$ cat src/hdl/cspt_pkg.sv
// ----------------------------------------------------------------------------
// cspt_pkg
// Shared sizes, codes and control structs of the CA slot PID/CAID table.
// ----------------------------------------------------------------------------
package cspt_pkg;

  localparam int SLOT_COUNT   = 3;
  localparam int PID_ENTRIES  = 16;
  localparam int CAID_ENTRIES = 16;

  localparam int MAX_ENTRIES = (PID_ENTRIES > CAID_ENTRIES) ? PID_ENTRIES : CAID_ENTRIES;
  localparam int PID_DEPTH   = SLOT_COUNT * PID_ENTRIES;
  localparam int CAID_DEPTH  = SLOT_COUNT * CAID_ENTRIES;
  localparam int PID_AW      = (PID_DEPTH > 1) ? $clog2(PID_DEPTH) : 1;
  localparam int CAID_AW     = (CAID_DEPTH > 1) ? $clog2(CAID_DEPTH) : 1;
  localparam int IDX_W       = (MAX_ENTRIES > 1) ? $clog2(MAX_ENTRIES) : 1;
  localparam int CNT_W       = $clog2(MAX_ENTRIES + 1);

  localparam logic [3:0] SLOT_LIMIT = 4'(SLOT_COUNT);
  localparam logic [2:0] SLOT_LAST  = 3'(SLOT_COUNT - 1);

  // operation codes
  localparam logic [2:0] OP_FIND         = 3'd0;
  localparam logic [2:0] OP_ADD          = 3'd1;
  localparam logic [2:0] OP_DEL          = 3'd2;
  localparam logic [2:0] OP_CLEAR        = 3'd3;
  localparam logic [2:0] OP_CAID_BY_PID  = 3'd4;
  localparam logic [2:0] OP_SLOT_BY_KEYS = 3'd5;

  // list selectors
  localparam logic [1:0] LIST_PID   = 2'd0;
  localparam logic [1:0] LIST_CAID  = 2'd1;
  localparam logic [1:0] LIST_CAPID = 2'd2;
  localparam logic [1:0] LIST_ALL   = 2'd3;

  // result status codes
  localparam logic [1:0] ST_OK       = 2'd0;
  localparam logic [1:0] ST_BAD_SLOT = 2'd1;
  localparam logic [1:0] ST_NO_MATCH = 2'd2;

  typedef struct packed {
    logic load;
    logic start_scan;
    logic issue;
    logic next_slot;
    logic capture;
  } cspt_cmd_t;

  typedef struct packed {
    logic skip_scan;
    logic idx_last;
    logic multi_slot;
    logic slot_done;
    logic slot_last;
    logic out_free;
  } cspt_stat_t;

endpackage

$ cat src/hdl/cspt_if.sv
// ----------------------------------------------------------------------------
// cspt_if
// Request and response channels of the CA slot PID/CAID table.
// ----------------------------------------------------------------------------
interface cspt_req_if;
  logic        valid;
  logic        ready;
  logic [2:0]  op;
  logic [2:0]  slot;
  logic [1:0]  list_sel;
  logic [15:0] key;
  logic [15:0] second_key;

  modport source (output valid, op, slot, list_sel, key, second_key, input ready);
  modport sink (input valid, op, slot, list_sel, key, second_key, output ready);
endinterface

interface cspt_rsp_if;
  logic        valid;
  logic        ready;
  logic [1:0]  status;
  logic        flag;
  logic [15:0] value_out;
  logic [2:0]  slot_out;

  modport source (output valid, status, flag, value_out, slot_out, input ready);
  modport sink (input valid, status, flag, value_out, slot_out, output ready);
endinterface

$ cat src/hdl/cspt_ram.sv
// ----------------------------------------------------------------------------
// cspt_ram
// Generic single-write, single-read RAM with registered read data.
// ----------------------------------------------------------------------------
module cspt_ram #(
  parameter int WIDTH = 16,
  parameter int DEPTH = 48,
  localparam int AW = (DEPTH > 1) ? $clog2(DEPTH) : 1
) (
  input  logic             clk,
  input  logic             we,
  input  logic [AW-1:0]    waddr,
  input  logic [WIDTH-1:0] wdata,
  input  logic [AW-1:0]    raddr,
  output logic [WIDTH-1:0] rdata
);

  logic [WIDTH-1:0] mem [DEPTH];

  always_ff @(posedge clk) begin
    if (we) begin
      mem[waddr] <= wdata;
    end
    rdata <= mem[raddr];
  end

endmodule

$ cat src/hdl/cspt_dp.sv
// ----------------------------------------------------------------------------
// cspt_dp
// Table datapath: list RAMs, entry valid bits, scan compare and result regs.
// ----------------------------------------------------------------------------
module cspt_dp import cspt_pkg::*; (
  input  logic        clk,
  input  logic        rst,
  input  cspt_cmd_t   cmd,
  output cspt_stat_t  stat,
  input  logic [2:0]  op,
  input  logic [2:0]  slot,
  input  logic [1:0]  list_sel,
  input  logic [15:0] key,
  input  logic [15:0] second_key,
  input  logic        rsp_ready,
  output logic        rsp_valid,
  output logic [1:0]  status,
  output logic        flag,
  output logic [15:0] value_out,
  output logic [2:0]  slot_out
);

  // item fields
  logic [2:0]  op_r;
  logic [2:0]  slot_r;
  logic [1:0]  sel_r;
  logic [15:0] key_r;
  logic [15:0] key2_r;

  // scan issue and compare stage
  logic [CNT_W-1:0] idx;
  logic [IDX_W-1:0] idx_i;
  logic             in_p, in_c;
  logic             issued;
  logic [IDX_W-1:0] issued_idx;
  logic             in_p_q, in_c_q;
  logic             pid_v_q, caid_v_q, capid_v_q;

  // accumulated scan results for the current slot
  logic             pid_hit;
  logic [IDX_W-1:0] pid_idx;
  logic             caid_hit;
  logic             sel_hit;
  logic             empty_found;
  logic [IDX_W-1:0] empty_idx;
  logic [15:0]      caid_first;

  // entry valid bits; an entry that is not valid reads as zero
  logic [PID_DEPTH-1:0]  pid_vld;
  logic [CAID_DEPTH-1:0] caid_vld;
  logic [PID_DEPTH-1:0]  capid_vld;

  logic [PID_AW-1:0]  pid_raddr, pid_waddr, del_addr;
  logic [CAID_AW-1:0] caid_raddr, caid_waddr;
  logic [15:0]        pid_q, caid_q, capid_q;
  logic [15:0]        pid_val, caid_val, capid_val, caid_key;
  logic               pid_eq, caid_eq, capid_eq, sel_eq, sel_zero;

  logic range_err, add_ok, cap_ok, add_we;
  logic pid_we, caid_we, capid_we, del_clr, clr_op;
  logic clr_pid, clr_caid, clr_capid;

  logic [1:0]  status_next;
  logic        flag_next;
  logic [15:0] value_next;
  logic [2:0]  slot_out_next;

  assign idx_i = idx[IDX_W-1:0];
  assign in_p  = idx < CNT_W'(PID_ENTRIES);
  assign in_c  = idx < CNT_W'(CAID_ENTRIES);

  assign pid_raddr  = PID_AW'(slot_r * PID_ENTRIES + idx_i);
  assign caid_raddr = CAID_AW'(slot_r * CAID_ENTRIES + idx_i);
  assign pid_waddr  = PID_AW'(slot_r * PID_ENTRIES + empty_idx);
  assign caid_waddr = CAID_AW'(slot_r * CAID_ENTRIES + empty_idx);
  assign del_addr   = PID_AW'(slot_r * PID_ENTRIES + pid_idx);

  assign range_err = (op_r <= OP_CLEAR) && ({1'b0, slot_r} >= SLOT_LIMIT);
  assign add_ok    = !sel_hit && empty_found;
  assign cap_ok    = cmd.capture && !range_err;
  assign add_we    = cap_ok && (op_r == OP_ADD) && add_ok;
  assign pid_we    = add_we && (sel_r == LIST_PID);
  assign caid_we   = add_we && (sel_r == LIST_CAID);
  assign capid_we  = add_we && (sel_r == LIST_CAPID);
  assign del_clr   = cap_ok && (op_r == OP_DEL) && pid_hit;
  assign clr_op    = cap_ok && (op_r == OP_CLEAR);
  assign clr_pid   = clr_op && ((sel_r == LIST_PID) || (sel_r == LIST_ALL));
  assign clr_caid  = clr_op && ((sel_r == LIST_CAID) || (sel_r == LIST_ALL));
  assign clr_capid = clr_op && ((sel_r == LIST_CAPID) || (sel_r == LIST_ALL));

  cspt_ram #(.WIDTH(16), .DEPTH(PID_DEPTH)) u_pid_ram (
    .clk   (clk),
    .we    (pid_we),
    .waddr (pid_waddr),
    .wdata (key_r),
    .raddr (pid_raddr),
    .rdata (pid_q)
  );

  cspt_ram #(.WIDTH(16), .DEPTH(CAID_DEPTH)) u_caid_ram (
    .clk   (clk),
    .we    (caid_we),
    .waddr (caid_waddr),
    .wdata (key_r),
    .raddr (caid_raddr),
    .rdata (caid_q)
  );

  cspt_ram #(.WIDTH(16), .DEPTH(PID_DEPTH)) u_capid_ram (
    .clk   (clk),
    .we    (capid_we),
    .waddr (pid_waddr),
    .wdata (key_r),
    .raddr (pid_raddr),
    .rdata (capid_q)
  );

  // item capture and slot stepping
  always_ff @(posedge clk) begin
    if (cmd.load) begin
      op_r   <= op;
      sel_r  <= list_sel;
      key_r  <= key;
      key2_r <= second_key;
      // cross-slot searches start at slot 0
      slot_r <= ((op == OP_CAID_BY_PID) || (op == OP_SLOT_BY_KEYS)) ? 3'd0 : slot;
    end else if (cmd.next_slot) begin
      slot_r <= slot_r + 3'd1;
    end
  end

  // issue stage
  always_ff @(posedge clk) begin
    if (rst) begin
      idx    <= '0;
      issued <= 1'b0;
    end else begin
      issued <= cmd.issue;
      if (cmd.load || cmd.start_scan) begin
        idx <= '0;
      end else if (cmd.issue) begin
        idx <= idx + 1'b1;
      end
    end
  end

  always_ff @(posedge clk) begin
    issued_idx <= idx_i;
    in_p_q     <= in_p;
    in_c_q     <= in_c;
    pid_v_q    <= in_p && pid_vld[pid_raddr];
    capid_v_q  <= in_p && capid_vld[pid_raddr];
    caid_v_q   <= in_c && caid_vld[caid_raddr];
  end

  // compare stage
  always_comb begin
    pid_val   = pid_v_q ? pid_q : 16'd0;
    caid_val  = caid_v_q ? caid_q : 16'd0;
    capid_val = capid_v_q ? capid_q : 16'd0;
    caid_key  = (op_r == OP_SLOT_BY_KEYS) ? key2_r : key_r;
    pid_eq    = in_p_q && (pid_val == key_r);
    caid_eq   = in_c_q && (caid_val == caid_key);
    capid_eq  = in_p_q && (capid_val == key_r);
    case (sel_r)
      LIST_PID: begin
        sel_eq   = pid_eq;
        sel_zero = in_p_q && (pid_val == 16'd0);
      end
      LIST_CAID: begin
        sel_eq   = caid_eq;
        sel_zero = in_c_q && (caid_val == 16'd0);
      end
      LIST_CAPID: begin
        sel_eq   = capid_eq;
        sel_zero = in_p_q && (capid_val == 16'd0);
      end
      default: begin
        sel_eq   = 1'b0;
        sel_zero = 1'b0;
      end
    endcase
  end

  always_ff @(posedge clk) begin
    if (rst) begin
      pid_hit     <= 1'b0;
      caid_hit    <= 1'b0;
      sel_hit     <= 1'b0;
      empty_found <= 1'b0;
    end else if (cmd.load || cmd.start_scan) begin
      pid_hit     <= 1'b0;
      caid_hit    <= 1'b0;
      sel_hit     <= 1'b0;
      empty_found <= 1'b0;
    end else if (issued) begin
      if (pid_eq && !pid_hit) begin
        pid_hit <= 1'b1;
        pid_idx <= issued_idx;
      end
      if (caid_eq) begin
        caid_hit <= 1'b1;
      end
      if (sel_eq) begin
        sel_hit <= 1'b1;
      end
      if (sel_zero && !empty_found) begin
        empty_found <= 1'b1;
        empty_idx   <= issued_idx;
      end
    end
  end

  always_ff @(posedge clk) begin
    if (issued && (issued_idx == '0)) begin
      caid_first <= caid_val;
    end
  end

  // valid bits: reset and clear drop whole rows, add sets, delete drops one
  always_ff @(posedge clk) begin
    if (rst) begin
      pid_vld   <= '0;
      caid_vld  <= '0;
      capid_vld <= '0;
    end else begin
      for (int j = 0; j < PID_DEPTH; j++) begin
        if (clr_pid && ((j / PID_ENTRIES) == int'(slot_r))) begin
          pid_vld[j] <= 1'b0;
        end
        if (clr_capid && ((j / PID_ENTRIES) == int'(slot_r))) begin
          capid_vld[j] <= 1'b0;
        end
      end
      for (int j = 0; j < CAID_DEPTH; j++) begin
        if (clr_caid && ((j / CAID_ENTRIES) == int'(slot_r))) begin
          caid_vld[j] <= 1'b0;
        end
      end
      if (pid_we) begin
        pid_vld[pid_waddr] <= 1'b1;
      end
      if (capid_we) begin
        capid_vld[pid_waddr] <= 1'b1;
      end
      if (caid_we) begin
        caid_vld[caid_waddr] <= 1'b1;
      end
      if (del_clr) begin
        pid_vld[del_addr] <= 1'b0;
      end
    end
  end

  // result
  always_comb begin
    status_next   = ST_OK;
    flag_next     = 1'b0;
    value_next    = 16'd0;
    slot_out_next = 3'd0;
    if (range_err) begin
      status_next = ST_BAD_SLOT;
    end else begin
      case (op_r)
        OP_FIND: flag_next = sel_hit;
        OP_ADD:  flag_next = add_ok;
        OP_DEL:  flag_next = pid_hit;
        OP_CAID_BY_PID: begin
          flag_next  = pid_hit;
          value_next = pid_hit ? caid_first : 16'd0;
        end
        OP_SLOT_BY_KEYS: begin
          if (pid_hit && caid_hit) begin
            flag_next     = 1'b1;
            slot_out_next = slot_r;
          end else begin
            status_next = ST_NO_MATCH;
          end
        end
        default: flag_next = 1'b0;
      endcase
    end
  end

  always_ff @(posedge clk) begin
    if (rst) begin
      rsp_valid <= 1'b0;
    end else if (cmd.capture) begin
      rsp_valid <= 1'b1;
    end else if (rsp_ready) begin
      rsp_valid <= 1'b0;
    end
  end

  always_ff @(posedge clk) begin
    if (cmd.capture) begin
      status    <= status_next;
      flag      <= flag_next;
      value_out <= value_next;
      slot_out  <= slot_out_next;
    end
  end

  always_comb begin
    stat.skip_scan  = range_err || (op_r == OP_CLEAR) || (op_r > OP_SLOT_BY_KEYS) ||
                      ((op_r == OP_CAID_BY_PID) && (key_r == 16'd0)) ||
                      (((op_r == OP_FIND) || (op_r == OP_ADD)) && (sel_r == LIST_ALL));
    stat.idx_last   = idx == CNT_W'(MAX_ENTRIES - 1);
    stat.multi_slot = (op_r == OP_CAID_BY_PID) || (op_r == OP_SLOT_BY_KEYS);
    stat.slot_done  = (op_r == OP_CAID_BY_PID) ? pid_hit : (pid_hit && caid_hit);
    stat.slot_last  = slot_r == SLOT_LAST;
    stat.out_free   = !rsp_valid || rsp_ready;
  end

endmodule

$ cat src/hdl/cspt_ctrl.sv
// ----------------------------------------------------------------------------
// cspt_ctrl
// Sequencer: decode, row scan, per-slot evaluation and result hand-off.
// ----------------------------------------------------------------------------
module cspt_ctrl import cspt_pkg::*; (
  input  logic       clk,
  input  logic       rst,
  input  logic       req_valid,
  output logic       req_ready,
  input  cspt_stat_t stat,
  output cspt_cmd_t  cmd
);

  typedef enum logic [4:0] {
    S_IDLE   = 5'b00001,
    S_DECODE = 5'b00010,
    S_SCAN   = 5'b00100,
    S_LAST   = 5'b01000,
    S_EVAL   = 5'b10000
  } state_t;

  state_t state, state_next;

  assign req_ready = (state == S_IDLE);

  always_comb begin
    state_next = state;
    cmd        = '0;
    case (state)
      S_IDLE: begin
        if (req_valid) begin
          cmd.load   = 1'b1;
          state_next = S_DECODE;
        end
      end
      S_DECODE: begin
        if (stat.skip_scan) begin
          if (stat.out_free) begin
            cmd.capture = 1'b1;
            state_next  = S_IDLE;
          end
        end else begin
          cmd.start_scan = 1'b1;
          state_next     = S_SCAN;
        end
      end
      S_SCAN: begin
        cmd.issue = 1'b1;
        if (stat.idx_last) begin
          state_next = S_LAST;
        end
      end
      // last compare lands here
      S_LAST: begin
        state_next = S_EVAL;
      end
      S_EVAL: begin
        if (stat.multi_slot && !stat.slot_done && !stat.slot_last) begin
          cmd.next_slot  = 1'b1;
          cmd.start_scan = 1'b1;
          state_next     = S_SCAN;
        end else if (stat.out_free) begin
          cmd.capture = 1'b1;
          state_next  = S_IDLE;
        end
      end
      default: begin
        state_next = S_IDLE;
      end
    endcase
  end

  always_ff @(posedge clk) begin
    if (rst) begin
      state <= S_IDLE;
    end else begin
      state <= state_next;
    end
  end

endmodule

$ cat src/hdl/ca_slot_pid_caid_table.sv
// ----------------------------------------------------------------------------
// ca_slot_pid_caid_table
// Per-slot PID, CA system id and CA PID tables for CA module slots.
// ----------------------------------------------------------------------------
//  channel | dir | fields                                    | beat when
//  --------+-----+-------------------------------------------+------------------
//  req     | in  | op, slot, list_sel, key, second_key       | valid && ready
//  rsp     | out | status, flag, value_out, slot_out         | valid && ready
//
//  One request in flight. A scan of one slot reads all three list RAMs one
//  entry a cycle through their single read ports; cross-slot searches scan the
//  slots in turn from slot 0 until one matches or the last slot is done.
//  Requests that need no scan are answered straight from the decode state.
//  Reset clears the entry valid bits at once; no sweep.
//  A result waits in the output register; a new request is taken meanwhile
//  and stalls only at its own hand-off while rsp is not ready.
// ----------------------------------------------------------------------------
module ca_slot_pid_caid_table import cspt_pkg::*; (
  input logic        clk,
  input logic        rst,
  cspt_req_if.sink   req,
  cspt_rsp_if.source rsp
);

  cspt_cmd_t  cmd;
  cspt_stat_t stat;
  logic       ready_int;

  assign req.ready = ready_int;

  cspt_ctrl u_ctrl (
    .clk       (clk),
    .rst       (rst),
    .req_valid (req.valid),
    .req_ready (ready_int),
    .stat      (stat),
    .cmd       (cmd)
  );

  cspt_dp u_dp (
    .clk        (clk),
    .rst        (rst),
    .cmd        (cmd),
    .stat       (stat),
    .op         (req.op),
    .slot       (req.slot),
    .list_sel   (req.list_sel),
    .key        (req.key),
    .second_key (req.second_key),
    .rsp_ready  (rsp.ready),
    .rsp_valid  (rsp.valid),
    .status     (rsp.status),
    .flag       (rsp.flag),
    .value_out  (rsp.value_out),
    .slot_out   (rsp.slot_out)
  );

endmodule

$ cat src/flat_wrapper.sv
// flat-port wrapper written by rule: the top's interface ports become plain ports
module ca_slot_pid_caid_table_flat import cspt_pkg::*;
  (clk, rst, req_valid, req_op, req_slot, req_list_sel, req_key, req_second_key, req_ready, rsp_valid, rsp_status, rsp_flag, rsp_value_out, rsp_slot_out, rsp_ready);
  cspt_req_if req_i ();
  cspt_rsp_if rsp_i ();
  input logic clk;
  input logic rst;
  input wire logic [$bits(req_i.valid)-1:0] req_valid;
  input wire logic [$bits(req_i.op)-1:0] req_op;
  input wire logic [$bits(req_i.slot)-1:0] req_slot;
  input wire logic [$bits(req_i.list_sel)-1:0] req_list_sel;
  input wire logic [$bits(req_i.key)-1:0] req_key;
  input wire logic [$bits(req_i.second_key)-1:0] req_second_key;
  output wire logic [$bits(req_i.ready)-1:0] req_ready;
  output wire logic [$bits(rsp_i.valid)-1:0] rsp_valid;
  output wire logic [$bits(rsp_i.status)-1:0] rsp_status;
  output wire logic [$bits(rsp_i.flag)-1:0] rsp_flag;
  output wire logic [$bits(rsp_i.value_out)-1:0] rsp_value_out;
  output wire logic [$bits(rsp_i.slot_out)-1:0] rsp_slot_out;
  input wire logic [$bits(rsp_i.ready)-1:0] rsp_ready;
  assign req_i.valid = req_valid;
  assign req_i.op = req_op;
  assign req_i.slot = req_slot;
  assign req_i.list_sel = req_list_sel;
  assign req_i.key = req_key;
  assign req_i.second_key = req_second_key;
  assign req_ready = req_i.ready;
  assign rsp_valid = rsp_i.valid;
  assign rsp_status = rsp_i.status;
  assign rsp_flag = rsp_i.flag;
  assign rsp_value_out = rsp_i.value_out;
  assign rsp_slot_out = rsp_i.slot_out;
  assign rsp_i.ready = rsp_ready;
  ca_slot_pid_caid_table u_core (.clk(clk), .rst(rst), .req(req_i), .rsp(rsp_i));
endmodule
$ cat config.mk
export PLATFORM = sky130hd
export DESIGN_NAME = ca_slot_pid_caid_table_flat
export DESIGN_NICKNAME = d
export VERILOG_FILES = /design/src/hdl/cspt_pkg.sv /design/src/hdl/cspt_if.sv /design/src/hdl/cspt_ram.sv /design/src/hdl/cspt_dp.sv /design/src/hdl/cspt_ctrl.sv /design/src/hdl/ca_slot_pid_caid_table.sv /design/src/flat_wrapper.sv
export SDC_FILE = /design/constraint.sdc
export NUM_CORES = 2
export LEC_CHECK = 0
export ABC_AREA = 1
export BUFFER_PORTS_ARGS = -buffer_cell sky130_fd_sc_hd__clkbuf_2
export CAP_MARGIN = 0
export CORE_MARGIN = 5
export CORE_UTILIZATION = 30
export CTS_CLUSTER_DIAMETER = 50
export DETAILED_ROUTE_END_ITERATION = 10
export HOLD_SLACK_MARGIN = 0.15
export PLACE_DENSITY = 0.5
export SETUP_SLACK_MARGIN = 0.15
export SLEW_MARGIN = 5
export SYNTH_ARGS = -nofsm -noshare
export SYNTH_HDL_FRONTEND = slang
export SYNTH_SLANG_ARGS = --single-unit
export TNS_END_PERCENT = 5
$ cat constraint.sdc
create_clock -name clk -period 9.8 [get_ports clk]
set_clock_uncertainty 0.1 [all_clocks]
set_input_delay 0.98 -clock clk [delete_from_list [all_inputs] [get_ports clk]]
set_output_delay 0.98 -clock clk [all_outputs]
set_load 0.02 [all_outputs]
-- Yosys cells after proc, flatten, opt, wreduce, memory -nomap -nowiden
Memory sizes are Yosys's and may differ from the RTL's. A register that Yosys moved wholly into a read port is not among the register bits.
Index checks and enable logic that the tools add are counted.
W data, S select, Z words.
- $add $sub $neg: 5
- $lt $le $gt $ge: 9
- equal/unequal tests: 24
- mux-type cells: 342
- bitwise gates (word level): 11
- reduce and logical (&&, ||, !) cells: 83
- operators with widths (cell ; number):
    $mux W1 ; 313
    $mux W48 ; 5
    $or A48 B48 Y48 ; 3
    $logic_not A16 Y1 ; 4
    $mux W16 ; 4
    $and A48 B48 Y48 ; 1
    $eq A16 B16 Y1 ; 3
    $not A48 Y48 ; 1
    $logic_and A1 B1 Y1 ; 42
    $mux W5 ; 5
    $pmux W5 S5 ; 1
    $lt A6 B7 Y1 const B ; 3
    $add A6 B4 Y6 ; 3
    $bmux W1 S6 ; 3
    $demux W1 S6 ; 2
    $eq A3 B3 Y1 const B ; 4
    $ge A6 B1 Y1 const B ; 2
    $logic_or A1 B1 Y1 ; 12
    $eq A5 B4 Y1 const B ; 2
    $reduce_and A2 Y1 ; 5
    $eq A3 B2 Y1 const B ; 3
    $mux W3 ; 3
    $reduce_and A4 Y1 ; 2
    $logic_not A1 Y1 ; 7
    28 further kinds ; 41
- register bits after elaboration: 254
- memory bits (writable): 2304
- input bits: 44
- output and inout bits: 24
- word-level logic and storage cells: 506
- memories: 3
- memories (memory ; depth ; width ; rd ports ; clocked after memory_dff ; wr ports ; line ; source):
    u_core.u_dp.u_caid_ram.mem ; 48 ; 16 ; 1 ; 1 ; 1 ; cspt_ram.sv:18 ; logic [WIDTH-1:0] mem [DEPTH];
    u_core.u_dp.u_capid_ram.mem ; 48 ; 16 ; 1 ; 1 ; 1 ; cspt_ram.sv:18 ;
    u_core.u_dp.u_pid_ram.mem ; 48 ; 16 ; 1 ; 1 ; 1 ; cspt_ram.sv:18 ;

-- Depth between registers and ports, before layout
- word-level depth: 19
- gate-level depth with buffers: 15
- gate-level depth less buffers: 14

-- Modules after synthesis
A second synthesis with hierarchy kept.
- cells, all modules: 9400
- area total of the unflattened synthesis: 106871.2 um^2
- modules (own cells, without submodules) (module ; times used ; cells an instance ; area an instance (um^2) ; seq. area each (um^2)):
    cspt_ram at u_core.u_dp.u_pid_ram ; 1 ; 2576 ; 31431.4 ; 23382.4
    cspt_ram at u_core.u_dp.u_caid_ram ; 1 ; 2570 ; 31422.6 ; 23382.4
    cspt_ram at u_core.u_dp.u_capid_ram ; 1 ; 2563 ; 31400.1 ; 23382.4
    cspt_dp ; 1 ; 1621 ; 12234.2 ; 5845.6
    cspt_ctrl ; 1 ; 70 ; 382.9 ; 100.1

-- Least setup slack after synthesis
No wires, ideal clock.
- path kind: register -> register
- from: register u_core.u_dp.key_r[6]
- to: memory u_core.u_dp.u_pid_ram.mem[27][0] (enable)
- library setup time: 0.315 ns
- arrival time: 3.473 ns
- required time: 9.385 ns
- setup slack: 5.912 ns
- stages on the path, launching flop included: 12
- buffers on the path: 2
- clock period less this slack: 3.888 ns
- cells stage by stage: edfxtp_1 -> inv_1 -> nand3_1 -> nor2_1 -> nand3_1 -> nand2_1 -> nand3_2 -> a21oi_4 -> buf_4 -> buf_4 -> nand4_1 -> inv_1
- cells in the longest elaborated chain, start to end: 12
- ends and longest elaborated chain (item ; line ; source):
    start: declaration ; cspt_dp.sv:27 ; logic [15:0] key_r;
    start signal: assignment ; cspt_dp.sv:123 ; key_r <= key;
    $logic_not A16 Y1 ; cspt_dp.sv:306 ; ((op_r == OP_CAID_BY_PID) && (key_r == 16'd0)) ||
    $logic_and A1 B1 Y1 ; cspt_dp.sv:306 ;
    $logic_or A1 B1 Y1 ; cspt_dp.sv:305 ; stat.skip_scan = range_err || (op_r == OP_CLEAR) || (op_r > OP_SLOT_BY_KEYS) ||
    $logic_or A1 B1 Y1 ; cspt_dp.sv:306 ;
    $mux W1 ; cspt_ctrl.sv:37 ; if (stat.skip_scan) begin
    $pmux W1 S2 ; cspt_ctrl.sv:29 ; case (state)
    $logic_and A1 B1 Y1 ; cspt_dp.sv:80 ; assign cap_ok = cmd.capture && !range_err;
    $logic_and A1 B1 Y1 (2 in a row) ; cspt_dp.sv:81 ; assign add_we = cap_ok && (op_r == OP_ADD) && add_ok;
    $logic_and A1 B1 Y1 ; cspt_dp.sv:82 ; assign pid_we = add_we && (sel_r == LIST_PID);
    $mux W1 ; cspt_ram.sv:21 ; if (we) begin
    $mux W1 (not written as such) ; cspt_ram.sv:22 ; mem[waddr] <= wdata;
    end: declaration ; cspt_ram.sv:18 ;
No other way between the ends.

-- Worst setup path in the final report
- from: register u_core.u_dp.slot_r[1]
- to: memory u_core.u_dp.u_pid_ram.mem[33][4] (enable)
- cells in the longest elaborated chain, start to end: 14
- elaborated cells between the ends (all ways): 20
- classes of those cells: 1 x add/sub; 1 x order compare; 1 x eq/ne; 5 x mux; 12 x reduce/logical
- ends and longest elaborated chain (item ; line ; source):
    start: declaration ; cspt_dp.sv:25 ; logic [2:0] slot_r;
    start signal: assignment ; cspt_dp.sv:126 ; slot_r <= ((op == OP_CAID_BY_PID) || (op == OP_SLOT_BY_KEYS)) ? 3'd0 : slot;
    start signal: assignment ; cspt_dp.sv:128 ; slot_r <= slot_r + 3'd1;
    $ge A3 B2 Y1 ; cspt_dp.sv:78 ; assign range_err = (op_r <= OP_CLEAR) && ({1'b0, slot_r} >= SLOT_LIMIT);
    $logic_and A1 B1 Y1 ; cspt_dp.sv:78 ;
    $logic_or A1 B1 Y1 (3 in a row) ; cspt_dp.sv:305 ;
    $logic_or A1 B1 Y1 ; cspt_dp.sv:306 ;
    $mux W1 ; cspt_ctrl.sv:37 ;
    $pmux W1 S2 ; cspt_ctrl.sv:29 ;
    $logic_and A1 B1 Y1 ; cspt_dp.sv:80 ;
    $logic_and A1 B1 Y1 (2 in a row) ; cspt_dp.sv:81 ;
    $logic_and A1 B1 Y1 ; cspt_dp.sv:82 ;
    $mux W1 ; cspt_ram.sv:21 ;
    $mux W1 (not written as such) ; cspt_ram.sv:22 ;
Several ways; a longest one is shown, not always the timed one.

==> impl_results.md <==
* Status: complete, no violations
* Final ANT Viol Nets at 0
* CTS Hold Bufs at 10
* Startpoint class of the critical path: register
* VDD IR max at 0.1318 mV
* Maximum clock frequency at approximately 180 MHz
* P_int at a little under 20 mW
* Yosys cell types at 42
* Post-cts resize count at 0
* Clk_lat worst skew at between 0.8 and 0.9 ns
* R2R Setup Slk at approximately 4 ns
* Tightest Pin Transition at about 1.2 ns
* Total core area at 342,700 um2
* Max FO, Critical Path at 49
* Commonest non-fill, non-tap cell in the layout: edfxtp_1
* Area of the multi-input gates at ~24,000 um2
* Mapped Avg Cell Area at around 13 um2
* Slew Limit Fails at 0
* Post-synthesis async set-or-reset flop share at 0
* Die area at 355,700 um2
* WL/cell at 27.14 um
* Num ports at 68
* Met2 GRT Util at 0.2911
* Reg2Reg Capture Point: u_core.u_dp.u_pid_ram.mem[33][4]
* WHS Endpoint: u_core.u_dp.key_r[6]
* Clk sinks at 2,606
* Ranking of synthesized cells by area: edfxtp_1 70%, o21ai_0 6.9%, nor2_1 4.9%
* H-tree levels at 5
* Post-synth top area share at 0.6958
* DR pass1 iterations at 8
* Min-delay worst type: in -> reg
* NetSw at just under 6 mW
* Final worst-path cycle share at 0.5810
* CTS buffer count at 308
* Starting density of the core at 0.3010
* Setup violations, final at 0
* Synth warn at 0
* CTS tree: done
* Area growth, synth to finish at 14.54%
* Pwr/cell area at approximately 210 nW/um2
* Drt first-iter violations at approximately 9,300
* Synth Flop Type: edfxtp_1
* CP required at slightly above 10 ns
* Launch point of the worst reg-to-reg path: u_core.u_dp.slot_r[1]
* Largest net degree at the start of global routing at around 210
* Leading area contributor after synthesis: edfxtp_1
* Most used routing layer: met2
* M1 GR Usage at 0.2693
* GPL Wtd Cong at between 0.9 and 1
* Via density at 5.427
* Total GRT Usage at 0.1886
* EDFF count, synth at 2,390
* Synthesized instance count at 8,194
* Clock share of power at 0.448
* P_leak at 38.86 nW
* Dpl hpwl at 205,900 um
* RSZ-0062 raised after global routing: false
* Vias in the first global route at between 60,000 and 70,000
* Critical path class: reg -> reg
* Final Hold Viols at 0
* Setup tns final at 0 ns
* Slew HR at 0.1887
* Post-layout util at 0.3447
* Rows at ~220
* Reg power frac at 0.496
* DRC at 0
* Switching share of power at 0.2360
* Syn Nets at between 8,000 and 9,000
* Endpoint type of the worst setup path: register
* Die Span X at just under 600 um
* Hold_sp: req_key[6]
* Comb pwr share at 0.056
* R2R depth at 15
* Post-CTS Repair Setup Buffers at 0
* Share of the yosys chip area belonging to registers at 0.7377
* Total gr overflow at 0
* Total of max-cap violations at 0
* Worst-path clk slew at ~0.060 ns
* Vias at around 70,000
* Fill count at between 30,000 and 40,000
* I/O Buffers at 67
* Root Driver: clkbuf_16
* Met3 usage at 0.03517
* Minimum clock period at 5.694 ns
* First-pass GRT wire length at slightly below 500,000 um
* Nets at a little over 8,000
* Storage element area at 76,100 um2
* Total wire length at roughly 350,000 um
* Worst EP arrival at between 6 and 7 ns
* Bufs on Longest Clock Path at 4
* Antenna violations before repair at 19
* Fraction of layout cells with a size suffix above 1 at 0.08505
* Die Y at slightly below 600 um
* Commonest cells after routing, fill and taps aside: 2,390 x edfxtp_1, 1,414 x o21ai_0, 1,332 x nor2_1, 427 x nand2_1, 373 x o22ai_1
* Hold-critical path depth at 1
* Yosys reg bits at between 2,000 and 3,000
* Mapped Area at around 100,000 um2
==> stage by stage <==
| stage | hold WS [ns] | setup WS [ns] | power [mW] | std cells | cell area, um2 |
|---|---|---|---|---|---|
| 2_1_floorplan | 0.2290 | 5.912 | 13.35 | 8194 | 103200 |
| 3_3_place_gp | 0.3371 | 4.217 | 14.15 | 12330 | 108100 |
| 3_5_place_dp | 0.3501 | 4.236 | 14.15 | 12330 | 108100 |
| 4_1_cts | 0.1515 | 4.194 | 25.39 | 12890 | 118100 |
| 5_1_grt | 0.1879 | 3.907 | 25.94 | 12890 | 118100 |
| 6_report | 0.1986 | 4.106 | 25.27 | 12900 | 118100 |
==> sequential cells by signal (all words and copies together), names as in the netlist, 3 cells and up <==
name	count
u_core.u_dp.pid_idx	4
u_core.u_dp.u_capid_ram.mem	768
u_core.u_dp.empty_idx	4
u_core.u_ctrl.state	5
u_core.u_dp.key_r	16
u_core.u_dp.caid_first	16
u_core.u_dp.slot_out	3
u_core.u_dp.capid_vld	48
u_core.u_dp.slot_r	3
u_core.u_dp.value_out	16
u_core.u_dp.u_caid_ram.mem	768
u_core.u_dp.u_pid_ram.mem	768
u_core.u_dp.pid_vld	48
u_core.u_dp.op_r	3
u_core.u_dp.u_caid_ram.rdata	16
u_core.u_dp.issued_idx	4
u_core.u_dp.key2_r	16
u_core.u_dp.u_pid_ram.rdata	16
u_core.u_dp.caid_vld	48
u_core.u_dp.u_capid_ram.rdata	16
u_core.u_dp.idx	5
==> layer usage <==
layer	share of wire	vias up
li1	-	30470
met2	0.45	3475
met1	0.43	35460
met5	0.00023	-
met4	0.032	12
met3	0.088	592
==> power groups by stage <==
stage,clock network (mW),logic (mW),registers (mW)
floorplan,0,0.424,12.9
global placement,0,1.37,12.8
detailed placement,0,1.38,12.8
CTS,11.5,1.39,12.5
global route,11.9,1.45,12.5
finish,11.3,1.41,12.5
==> layout make-up <==
| type | instances | share of cell area |
|---|---|---|
| tap | 4557 | 0.04826 |
| timing repair buffer | 212 | 0.01419 |
| antenna | 7 | 0.0001483 |
| clock inverter | 180 | 0.01524 |
| multi-input combinational | 4715 | 0.2006 |
| clock buffer | 371 | 0.06917 |
| sequential | 2606 | 0.6442 |
| inverter | 252 | 0.008239 |
==> worst max-delay path by stage <==
stage | from | end | slack [ns] | depth (start not counted)
floorplan | u_core.u_dp.key_r[6] | u_core.u_dp.u_pid_ram.mem[27][0] | 5.91 | 11
finish | u_core.u_dp.slot_r[1] | u_core.u_dp.u_pid_ram.mem[33][4] | 4.11 | 15
global route | u_core.u_dp.slot_r[1] | u_core.u_dp.u_pid_ram.mem[33][13] | 3.91 | 15
global placement | u_core.u_dp.slot_r[1] | u_core.u_dp.u_pid_ram.mem[33][0] | 4.22 | 15
detailed placement | u_core.u_dp.slot_r[1] | u_core.u_dp.u_pid_ram.mem[33][9] | 4.24 | 15
CTS | u_core.u_dp.slot_r[1] | u_core.u_dp.u_pid_ram.mem[33][13] | 4.19 | 15
==> cell families (layout without fill, tap and decap cells) <==
group / count (synthesis) / in the layout / synth area share
AO/OA/AOI/OAI: 2459 / 2459 / 0.1363
XOR/XNOR: 19 / 19 / 0.001613
adder cells (fa/ha/maj): 12 / 12 / 0.001456
buffers and inverters: 873 / 1015 / 0.03333
flip-flops: 2606 / 2606 / 0.7377
other: 0 / 7 / 0
AND/OR/NAND/NOR: 2225 / 2225 / 0.08960
==> synthesized netlist by cell type, drive strengths merged (24+ instances only) <==
master / count
edfxtp: 2390
o21ai: 1427
nor2: 1344
clkbuf: 492
nand2: 431
o22ai: 373
inv: 251
o221ai: 237
a21oi: 230
dfxtp: 216
nand4: 215
nand3: 201
buf: 129
a31oi: 78
o211ai: 70
a21o: 38
nor3: 24
==> critical path: stages, from the launching register on <==
cell and delay [ns]:
edfxtp_1 0.94, buf_4 0.66, ha_1 0.27, ha_1 0.15
nor2_1 0.05, nand2_1 0.07, nand2_2 0.20, nand2_1 0.15
nor2_1 0.07, nand2_1 0.12, nand3_2 0.11, a21oi_4 0.16
buf_4 0.54, buf_4 0.71, nand4_1 0.25, inv_1 0.62
Power figures use the tool's default switching activity.
